==> src/design/u8bmp_pkg.sv <==
// Package with the types and constants shared by the UTF-8 to BMP decoder.
`default_nettype none

package u8bmp_pkg;

    localparam logic [15:0] C_REPLACEMENT = 16'hFFFD;
    localparam logic [7:0]  C_CONT_MASK   = 8'hC0;
    localparam logic [7:0]  C_CONT_CODE   = 8'h80;
    localparam logic [7:0]  C_LEAD2_MASK  = 8'hE0;
    localparam logic [7:0]  C_LEAD2_CODE  = 8'hC0;
    localparam logic [7:0]  C_LEAD3_MASK  = 8'hF0;
    localparam logic [7:0]  C_LEAD3_CODE  = 8'hE0;

    // Number of continuation bytes still owed by an open sequence.
    localparam logic [1:0]  C_PEND_NONE   = 2'd0;
    localparam logic [1:0]  C_PEND_ONE    = 2'd1;
    localparam logic [1:0]  C_PEND_TWO    = 2'd2;

    typedef struct packed {
        logic [7:0] in_byte;
        logic       last_byte;
    } t_byte_item;

    typedef struct packed {
        logic [15:0] code_unit;
        logic        is_replacement;
    } t_unit_item;

endpackage

`default_nettype wire

==> src/design/u8bmp_if.sv <==
// Valid/ready channel interfaces for the byte input and the code unit output.
`default_nettype none

interface u8bmp_byte_if;
    logic       valid;
    logic       ready;
    logic [7:0] in_byte;
    logic       last_byte;

    modport source (output valid, output in_byte, output last_byte, input ready);
    modport sink   (input valid, input in_byte, input last_byte, output ready);
endinterface

interface u8bmp_unit_if;
    logic        valid;
    logic        ready;
    logic [15:0] code_unit;
    logic        is_replacement;

    modport source (output valid, output code_unit, output is_replacement, input ready);
    modport sink   (input valid, input code_unit, input is_replacement, output ready);
endinterface

`default_nettype wire

==> src/design/u8bmp_in_reg.sv <==
// Input register that holds one accepted byte until the decode step takes it.
`default_nettype none

module u8bmp_in_reg
    import u8bmp_pkg::*;
(
    input  wire        i_clk,
    input  wire        i_rst_n,
    input  wire        i_valid,
    output logic       o_ready,
    input  t_byte_item i_item,
    input  wire        i_advance,
    output logic       o_valid,
    output t_byte_item o_item
);

    logic       r_valid;
    logic       n_valid;
    t_byte_item r_item;

    assign o_ready = !r_valid || i_advance;
    assign o_valid = r_valid;
    assign o_item  = r_item;

    always_comb begin
        n_valid = r_valid;
        if (o_ready) begin
            n_valid = i_valid;
        end
    end

    always_ff @(posedge i_clk) begin
        if (!i_rst_n) begin
            r_valid <= 1'b0;
        end else begin
            r_valid <= n_valid;
        end
    end

    always_ff @(posedge i_clk) begin
        if (o_ready && i_valid) begin
            r_item <= i_item;
        end
    end

endmodule

`default_nettype wire

==> src/design/u8bmp_step.sv <==
// Decode state and the combinational step that turns one byte into zero or one code unit.
`default_nettype none

module u8bmp_step
    import u8bmp_pkg::*;
(
    input  wire        i_clk,
    input  wire        i_rst_n,
    input  wire        i_fire,
    input  t_byte_item i_item,
    output logic       o_res_valid,
    output t_unit_item o_res
);

    logic [15:0] r_partial;
    logic [15:0] n_partial;
    logic [1:0]  r_pending;
    logic [1:0]  n_pending;
    logic [7:0]  byte_in;
    logic        is_cont;

    assign byte_in = i_item.in_byte;
    assign is_cont = (byte_in & C_CONT_MASK) == C_CONT_CODE;

    always_comb begin
        n_partial   = r_partial;
        n_pending   = r_pending;
        o_res_valid = 1'b0;
        o_res       = '{code_unit: 16'h0000, is_replacement: 1'b0};

        if (r_pending != C_PEND_NONE) begin
            if (is_cont) begin
                n_partial = {r_partial[9:0], byte_in[5:0]};
                n_pending = r_pending - 2'd1;
                if (r_pending == C_PEND_ONE) begin
                    o_res_valid = 1'b1;
                    o_res       = '{code_unit: n_partial, is_replacement: 1'b0};
                end
            end else begin
                // The offending byte is consumed by the error and not decoded.
                o_res_valid = 1'b1;
                o_res       = '{code_unit: C_REPLACEMENT, is_replacement: 1'b1};
                n_pending   = C_PEND_NONE;
            end
        end else if (!byte_in[7]) begin
            o_res_valid = 1'b1;
            o_res       = '{code_unit: {8'h00, byte_in}, is_replacement: 1'b0};
        end else if ((byte_in & C_LEAD2_MASK) == C_LEAD2_CODE) begin
            n_partial = {11'h000, byte_in[4:0]};
            n_pending = C_PEND_ONE;
        end else if ((byte_in & C_LEAD3_MASK) == C_LEAD3_CODE) begin
            n_partial = {12'h000, byte_in[3:0]};
            n_pending = C_PEND_TWO;
        end

        if (i_item.last_byte) begin
            n_partial = 16'h0000;
            n_pending = C_PEND_NONE;
        end
    end

    always_ff @(posedge i_clk) begin
        if (!i_rst_n) begin
            r_partial <= 16'h0000;
            r_pending <= C_PEND_NONE;
        end else if (i_fire) begin
            r_partial <= n_partial;
            r_pending <= n_pending;
        end
    end

endmodule

`default_nettype wire

==> src/design/u8bmp_out_reg.sv <==
// Result register that presents one code unit until the sink takes it.
`default_nettype none

module u8bmp_out_reg
    import u8bmp_pkg::*;
(
    input  wire        i_clk,
    input  wire        i_rst_n,
    input  wire        i_load,
    input  wire        i_res_valid,
    input  t_unit_item i_res,
    input  wire        i_ready,
    output logic       o_valid,
    output t_unit_item o_res
);

    logic       r_valid;
    logic       n_valid;
    t_unit_item r_res;

    assign o_valid = r_valid;
    assign o_res   = r_res;

    // A load only happens when the register is empty or is being emptied this cycle.
    always_comb begin
        n_valid = r_valid;
        if (i_load) begin
            n_valid = i_res_valid;
        end else if (i_ready) begin
            n_valid = 1'b0;
        end
    end

    always_ff @(posedge i_clk) begin
        if (!i_rst_n) begin
            r_valid <= 1'b0;
        end else begin
            r_valid <= n_valid;
        end
    end

    always_ff @(posedge i_clk) begin
        if (i_load && i_res_valid) begin
            r_res <= i_res;
        end
    end

endmodule

`default_nettype wire

==> src/design/utf8_to_bmp_decoder.sv <==
// Top level of the UTF-8 to BMP decoder.
// The decoder takes one UTF-8 byte per word and returns 16-bit code units of the basic
// multilingual plane, one word per cycle sustained while the sink holds ready. A byte is held
// in an input register, decoded by a single combinational step against the open-sequence
// state, and its code unit, if any, is placed in a result register. Lead bytes that open a
// sequence and non-final continuation bytes produce no result. Input ready drops only when
// both registers are full and the sink stalls. A non-continuation byte inside an open
// sequence yields 0xFFFD with is_replacement set; last_byte closes any open sequence.
`default_nettype none

module utf8_to_bmp_decoder
    import u8bmp_pkg::*;
(
    input  wire          i_clk,
    input  wire          i_rst_n,
    u8bmp_byte_if.sink   i_byte,
    u8bmp_unit_if.source o_unit
);

    t_byte_item in_item;
    t_byte_item held_item;
    t_unit_item step_res;
    t_unit_item out_res;
    logic       held_valid;
    logic       step_valid;
    logic       out_valid;
    logic       advance;

    assign in_item = '{in_byte: i_byte.in_byte, last_byte: i_byte.last_byte};
    assign advance = held_valid && (!out_valid || o_unit.ready);

    u8bmp_in_reg u_in_reg (
        .i_clk     (i_clk),
        .i_rst_n   (i_rst_n),
        .i_valid   (i_byte.valid),
        .o_ready   (i_byte.ready),
        .i_item    (in_item),
        .i_advance (advance),
        .o_valid   (held_valid),
        .o_item    (held_item)
    );

    u8bmp_step u_step (
        .i_clk       (i_clk),
        .i_rst_n     (i_rst_n),
        .i_fire      (advance),
        .i_item      (held_item),
        .o_res_valid (step_valid),
        .o_res       (step_res)
    );

    u8bmp_out_reg u_out_reg (
        .i_clk       (i_clk),
        .i_rst_n     (i_rst_n),
        .i_load      (advance),
        .i_res_valid (step_valid),
        .i_res       (step_res),
        .i_ready     (o_unit.ready),
        .o_valid     (out_valid),
        .o_res       (out_res)
    );

    assign o_unit.valid          = out_valid;
    assign o_unit.code_unit      = out_res.code_unit;
    assign o_unit.is_replacement = out_res.is_replacement;

endmodule

`default_nettype wire

==> src/flat_wrapper.sv <==
// flat-port wrapper written by rule: the top's interface ports become plain ports
module utf8_to_bmp_decoder_flat import u8bmp_pkg::*;
  (i_clk, i_rst_n, i_byte_valid, i_byte_in_byte, i_byte_last_byte, i_byte_ready, o_unit_valid, o_unit_code_unit, o_unit_is_replacement, o_unit_ready);
  u8bmp_byte_if i_byte_i ();
  u8bmp_unit_if o_unit_i ();
  input  wire i_clk;
  input  wire i_rst_n;
  input wire logic [$bits(i_byte_i.valid)-1:0] i_byte_valid;
  input wire logic [$bits(i_byte_i.in_byte)-1:0] i_byte_in_byte;
  input wire logic [$bits(i_byte_i.last_byte)-1:0] i_byte_last_byte;
  output wire logic [$bits(i_byte_i.ready)-1:0] i_byte_ready;
  output wire logic [$bits(o_unit_i.valid)-1:0] o_unit_valid;
  output wire logic [$bits(o_unit_i.code_unit)-1:0] o_unit_code_unit;
  output wire logic [$bits(o_unit_i.is_replacement)-1:0] o_unit_is_replacement;
  input wire logic [$bits(o_unit_i.ready)-1:0] o_unit_ready;
  assign i_byte_i.valid = i_byte_valid;
  assign i_byte_i.in_byte = i_byte_in_byte;
  assign i_byte_i.last_byte = i_byte_last_byte;
  assign i_byte_ready = i_byte_i.ready;
  assign o_unit_valid = o_unit_i.valid;
  assign o_unit_code_unit = o_unit_i.code_unit;
  assign o_unit_is_replacement = o_unit_i.is_replacement;
  assign o_unit_i.ready = o_unit_ready;
  utf8_to_bmp_decoder u_core (.i_clk(i_clk), .i_rst_n(i_rst_n), .i_byte(i_byte_i), .o_unit(o_unit_i));
endmodule
==> config.mk <==
export PLATFORM = sky130hd
export DESIGN_NAME = utf8_to_bmp_decoder_flat
export DESIGN_NICKNAME = d
export VERILOG_FILES = /design/src/design/u8bmp_pkg.sv /design/src/design/u8bmp_if.sv /design/src/design/u8bmp_in_reg.sv /design/src/design/u8bmp_step.sv /design/src/design/u8bmp_out_reg.sv /design/src/design/utf8_to_bmp_decoder.sv /design/src/flat_wrapper.sv
export SDC_FILE = /design/constraint.sdc
export NUM_CORES = 1
export LEC_CHECK = 0
export ABC_CLOCK_PERIOD_IN_PS = 7450
export BUFFER_PORTS_ARGS = -buffer_cell sky130_fd_sc_hd__buf_2
export CORE_MARGIN = 5
export CORE_UTILIZATION = 34
export CTS_CLUSTER_SIZE = 28
export DETAILED_ROUTE_END_ITERATION = 8
export GPL_TIMING_DRIVEN = 0
export SLEW_MARGIN = 20
export SYNTH_ARGS = -nofsm -noshare
export SYNTH_HDL_FRONTEND = slang
export SYNTH_SLANG_ARGS = --single-unit
==> constraint.sdc <==
create_clock -name i_clk -period 7.45 [get_ports i_clk]
set_clock_uncertainty 0.2 [all_clocks]
set_input_delay 0.745 -clock i_clk [delete_from_list [all_inputs] [get_ports i_clk]]
set_output_delay 0.745 -clock i_clk [all_outputs]
set_load 0.1 [all_outputs]
# After elaboration in Yosys (flattened, before gate mapping)

Cells that the tools add are included.

Reduce and logical (&&, ||, !) cells: 13
Multiplexer cells: 22
Add/subtract/negate cells: 1
Eq/ne operators: 5

Operators with widths:

| operator                                              | count |
|---|---|
| two-way mux 10 bit                                    | 6 |
| two-way mux 17 bit                                    | 3 |
| two-way mux 2 bit                                     | 6 |
| two-way mux 8 bit                                     | 1 |
| two-way mux 1 bit                                     | 6 |
| == test 4 bit, second input constant                  | 1 |
| AND reduction 4 bit                                   | 1 |
| nonzero test 2 bit                                    | 2 |
| nonzero test 4 bit                                    | 1 |
| == test 3 bit, second input constant                  | 1 |
| logical AND 1 bit                                     | 3 |
| inequality test 3 x 2 -> 1 bit, second input constant | 1 |
| AND reduction 3 bit                                   | 1 |
| nonzero test 3 bit                                    | 1 |
| == test 2 x 1 -> 1 bit, second input constant         | 1 |
| == test 2 bit, second input constant                  | 1 |
| zero test 1 bit                                       | 2 |
| logical OR 1 bit                                      | 2 |
| subtractor 2 x 1 -> 2 bit, second input constant      | 1 |

Bits of input ports: 13
Output and inout port bits: 19
Flip-flop bits (word level): 40
Logic and storage cells: 49

# Logic depth before layout (Yosys ltp)

Word-level depth: 6
Depth in mapped cells: 7
Gate-level depth less buffers: 7

# Cells and area by module

A second synthesis with hierarchy kept.

Cells, all modules: 139
Area total of the unflattened synthesis: 1,686.6 µm²

By module, submodules not included:

| module              | sequential area each (µm²) | times used | cells an instance | area each (µm²) |
|---|---|---|---|---|
| u8bmp_step          | 240.2                      | 1          | 102               | 793.3 |
| u8bmp_out_reg       | 530.5                      | 1          | 21                | 554.3 |
| u8bmp_in_reg        | 290.3                      | 1          | 14                | 327.8 |
| utf8_to_bmp_decoder | 0.0                        | 1          | 2                 | 11.3 |

# Least setup slack after synthesis

Ideal clock, no wire load.

Path kind: register to register
From: reg u_core.u_out_reg.r_valid, in the netlist u_core.u_out_reg.o_valid
To: reg u_core.u_in_reg.r_item, in the netlist u_core.u_in_reg.o_item[0] (enable)
Buffers on the path: 0
Period minus slack after synthesis: 2.808 ns
Setup slack: 4.642 ns
Cell stages (with the launch flop): 4
Required time: 6.965 ns
Library setup time: 0.285 ns
Arrival time: 2.323 ns
Cell sequence: dfxtp_1 nor2b_4 nand2_1 and2_1

Longest elaborated chain between the ends: 5

RTL lines:

| item                     | line                      | RTL |
|---|---|---|
| start: declaration       | u8bmp_out_reg.sv:17       | `logic r_valid;` |
| start signal: assignment | u8bmp_out_reg.sv:38       | `r_valid <= n_valid;` |
| zero test 1 bit          | utf8_to_bmp_decoder.sv:30 | `assign advance = held_valid && (!out_valid \|\| o_unit.ready);` |
| logical OR 1 bit         | utf8_to_bmp_decoder.sv:30 |  |
| logical AND 1 bit        | utf8_to_bmp_decoder.sv:30 |  |
| logical OR 1 bit         | u8bmp_in_reg.sv:21        | `assign o_ready = !r_valid \|\| i_advance;` |
| named net i_byte_ready   | flat_wrapper.sv:11        | `output wire logic [$bits(i_byte_i.ready)-1:0] i_byte_ready;` |
| logical AND 1 bit        | u8bmp_in_reg.sv:41        | `if (o_ready && i_valid) begin` |
| end signal: assignment   | u8bmp_in_reg.sv:42        | `r_item <= i_item;` |
| end: declaration         | u8bmp_in_reg.sv:19        | `t_byte_item r_item;` |

The timed path passes the listed nets, and every way through them passes these cells.
A chain may end at the register's enable or synchronous reset.

# Worst setup path after layout

From: in o_unit_ready
To: out i_byte_ready

Longest elaborated chain between the ends: 3

RTL lines:

| item               | line                      | RTL |
|---|---|---|
| start: declaration | flat_wrapper.sv:15        | `input wire logic [$bits(o_unit_i.ready)-1:0] o_unit_ready;` |
| logical OR 1 bit   | utf8_to_bmp_decoder.sv:30 |  |
| logical AND 1 bit  | utf8_to_bmp_decoder.sv:30 |  |
| logical OR 1 bit   | u8bmp_in_reg.sv:21        |  |
| end: declaration   | flat_wrapper.sv:11        |  |

Every way passes these cells.

==> summary.md <==
| Metric | Value |
|---|---|
| CTS Buf Count | 5 |
| Routed Antenna Nets | 0 |
| CTS Root Cell | clkbuf_8 |
| DRT iter0 DRCs | between 80 and 90 |
| N_diodes | 0 |
| RSZ-0062 raised after global routing | false |
| Min-delay src | u_core.u_step.r_partial[9] |
| Largest net degree at the start of global routing | 16 |
| CP endpoint kind | primary output |
| CP max stage delay | about 0.43 ns |
| Count leader, synth | edfxtp_1 |
| Post-DP HPWL | 2370 µm |
| Finished Layout Cells | ~270 |
| Post-synth top flop | edfxtp_1 |
| Core area | around 5000 µm² |
| Reg-to-reg slack, setup | roughly 5.3 ns |
| Initial core utilization | 0.348 |
| Post-CTS Setup Bufs | 0 |
| Hold EP | u_core.u_step.r_partial[9] |
| Synthesis Warnings | 0 |
| Placed cells | approximately 260 |
| R2R Path End | u_core.u_step.r_partial[0] |
| Via/cell ratio | around 4.5 |
| Slew HR | 0.621 |
| # rows | 26 |
| MaxCap Viol Count | 0 |
| CP max stage cell | buf_2 |
| Final Hold Viols | 0 |
| GPL Wtd Cong | 0.897 |
| I/O pins | 32 |
| P_sw | about 120 µW |
| WL per Instance | ~12 µm |
| Status | complete, no violations |
| Worst setup SP type | input port |
| Yosys top cell by area | edfxtp_1 |
| Max Slew Vio Count | 0 |
| Switching share of power | 0.257 |
| Post-cts resize count | 0 |
| Clk pwr share | 0.356 |
| Register area share after synthesis | 0.605 |
| Asr flop ratio synth | 0 |
| Die Area | about 6700 µm² |
| Combinational Power Share | 0.120 |
| Setup TNS | 0 ns |
| Top cells by area, synth | edfxtp_1 45%, dfxtp_1 16%, mux2i_1 6.3% |
| Post-Syn Area | ~1800 µm² |
| Clock Latency Late Sink | ~0.28 ns |
| Drt pass-1 iters | 4 |
| FMAX | roughly 0.43 GHz |
| Crit path DAT | between 1 and 1.5 ns |
| Hold-fix buffers, CTS | 0 |
| Post-synthesis register bit count | 40 |
| Met2 Usage GRT | 0.148 |
| Buffers on Ports | 31 |
| CP dominant cell by count | buf_2 |
| H-tree levels | 2 |
| Hold path depth | 2 |
| GRT Total Usage | 0.105 |
| Synth cell types | 28 |
| Syn nets | around 180 |
| Req. time, crit path | about 6.5 ns |
| Total Nets Final | 214 |
| Vias in the first global route | approximately 1100 |
| R2R depth | 7 |
| HP Class | flip-flop to flip-flop |
| Total number of vias | between 1000 and 1500 |
| CP max FO | 4 |
| First-pass GRT wire length | 5240 µm |
| CTS tree | done |
| Worst reg2reg path startpoint | u_core.u_step.r_pending[0] |
| CP cell instances | buf_2 -> nor2b_4 -> nand2_1 -> buf_2 |
| Mean Syn Cell Area | roughly 11 µm² |
| Post-synth EDFFs | 26 |
| Fillers | around 480 |
| Pwr dens | 224 nW/µm² |
| Busiest layer in global routing | met2 |
| Area growth from synthesis to layout | 21.3% |
| Static Leak | approximately 0.76 nW |
| Share of cells above drive strength 1 | 0.241 |
| Antenna violations before repair | 0 |
| Post-synth top cells | 26 x edfxtp_1, 25 x nand2_1, 18 x a21oi_1 |
| Min Tclk post-route | 2.34 ns |
| Top-area cell type share of the netlist area | 0.445 |
| Wirelength, routed | 3220 µm |
| Total congestion overflow | 0 |
| Worst-path clk slew | around 0.08 ns |
| Synth Instances | around 160 |
| Period utilization | 0.314 |
| Met1 Usage GRT | 0.148 |
| Worst vdd ir | 0.000139 V |
| Worst-Margin Slew | 0.565 ns |
| Setup-failing EPs final | 0 |
| Met3 usage | 0.0285 |
| Sequential power share | 0.524 |
| Clk buf depth | 2 |
| Die X | ~82 µm |
| Internal power | 354 µW |
| DRC viols | 0 |
| Setup CP Type | input port to primary output |
| Clk sinks | 40 |
| Die Ht | approximately 82 µm |
[power groups by stage]
stage	registers (mW)	logic [mW]	clock network, mW
2_1_floorplan	0.279	0.0200	0
3_3_place_gp	0.254	0.0569	0
3_5_place_dp	0.254	0.0577	0
4_1_cts	0.249	0.0578	0.176
5_1_grt	0.250	0.0615	0.185
6_report	0.249	0.0573	0.169
[how the worst max path moves through the flow]
stage	from	endpoint	slack, ns
final	o_unit_ready	i_byte_ready	5.11
after global placement	o_unit_ready	u_core.u_out_reg.o_res[15]	4.44
after global routing	o_unit_ready	i_byte_ready	5.09
after floorplan	u_core.u_out_reg.o_valid	u_core.u_in_reg.o_item[0]	4.64
after CTS	o_unit_ready	i_byte_ready	5.11
after detailed placement	o_unit_ready	i_byte_ready	5.11
[area by class of cell]
cell class | instances | area (µm²) | share of cell area
sequential | 40 | 1060 | 0.499
multi-input combinational | 104 | 637 | 0.299
timing repair buffer | 32 | 166 | 0.0782
clock buffer | 7 | 108 | 0.0506
tap | 70 | 87.6 | 0.0412
buffer | 9 | 36.3 | 0.0171
inverter | 6 | 22.5 | 0.0106
clock inverter | 1 | 8.76 | 0.00412
[through the flow]
| step | power (mW) | hold slack (ns) | cell area [µm²] | util | setup slack (ns) |
|---|---|---|---|---|---|
| after floorplan | 0.299 | 0.235 | 1750 | - | 4.64 |
| after global placement | 0.311 | 0.245 | 2000 | 0.396 | 4.44 |
| after detailed placement | 0.312 | 0.249 | 2010 | 0.399 | 5.11 |
| after CTS | 0.483 | 0.263 | 2130 | 0.422 | 5.11 |
| after global routing | 0.496 | 0.277 | 2130 | 0.422 | 5.09 |
| final | 0.476 | 0.259 | 2130 | 0.422 | 5.11 |
[routing by layer]
metal / part of all wire / up-vias
li1: - / 643
met4: 0.024 / 0
met2: 0.42 / 45
met1: 0.48 / 527
met3: 0.074 / 8
met5: 0 / -
[kinds of logic (layout without fill, tap and decap cells)]
family / count (synthesis) / count (layout) / synth area share
compound gates: 37 / 37 / 0.124
fa+ha+maj: 3 / 3 / 0.0214
buf+inv: 15 / 55 / 0.0335
flops: 40 / 40 / 0.605
mux: 11 / 11 / 0.0628
simple gates: 53 / 53 / 0.153
[state kept, by name, indices dropped and copies added (netlist names)]
signal                    flops
u_core.u_out_reg.o_valid      1
u_core.u_in_reg.o_item        9
u_core.u_step.r_pending       2
u_core.u_in_reg.o_valid       1
u_core.u_step.r_partial      10
u_core.u_out_reg.o_res       17
[critical path, delay by kind of cell]
family,cells,cell delay (ns)
AND/OR/NAND/NOR,2,0.12
buffers and inverters,2,0.53
[layout by cell type (no fill, tap or decap), types with 3 or more instances in the layout]
master and n:
ha_1 3, nand2_1 25, clkbuf_1 7, clkbuf_8 6
edfxtp_1 26, nor3_1 3, nor2b_1 3, mux2i_1 11
a21oi_1 17, o21ai_0 12, nor2_1 5, dfxtp_1 14
nand3_1 11, buf_2 33, inv_1 5
(Power assumes the default switching activity.)
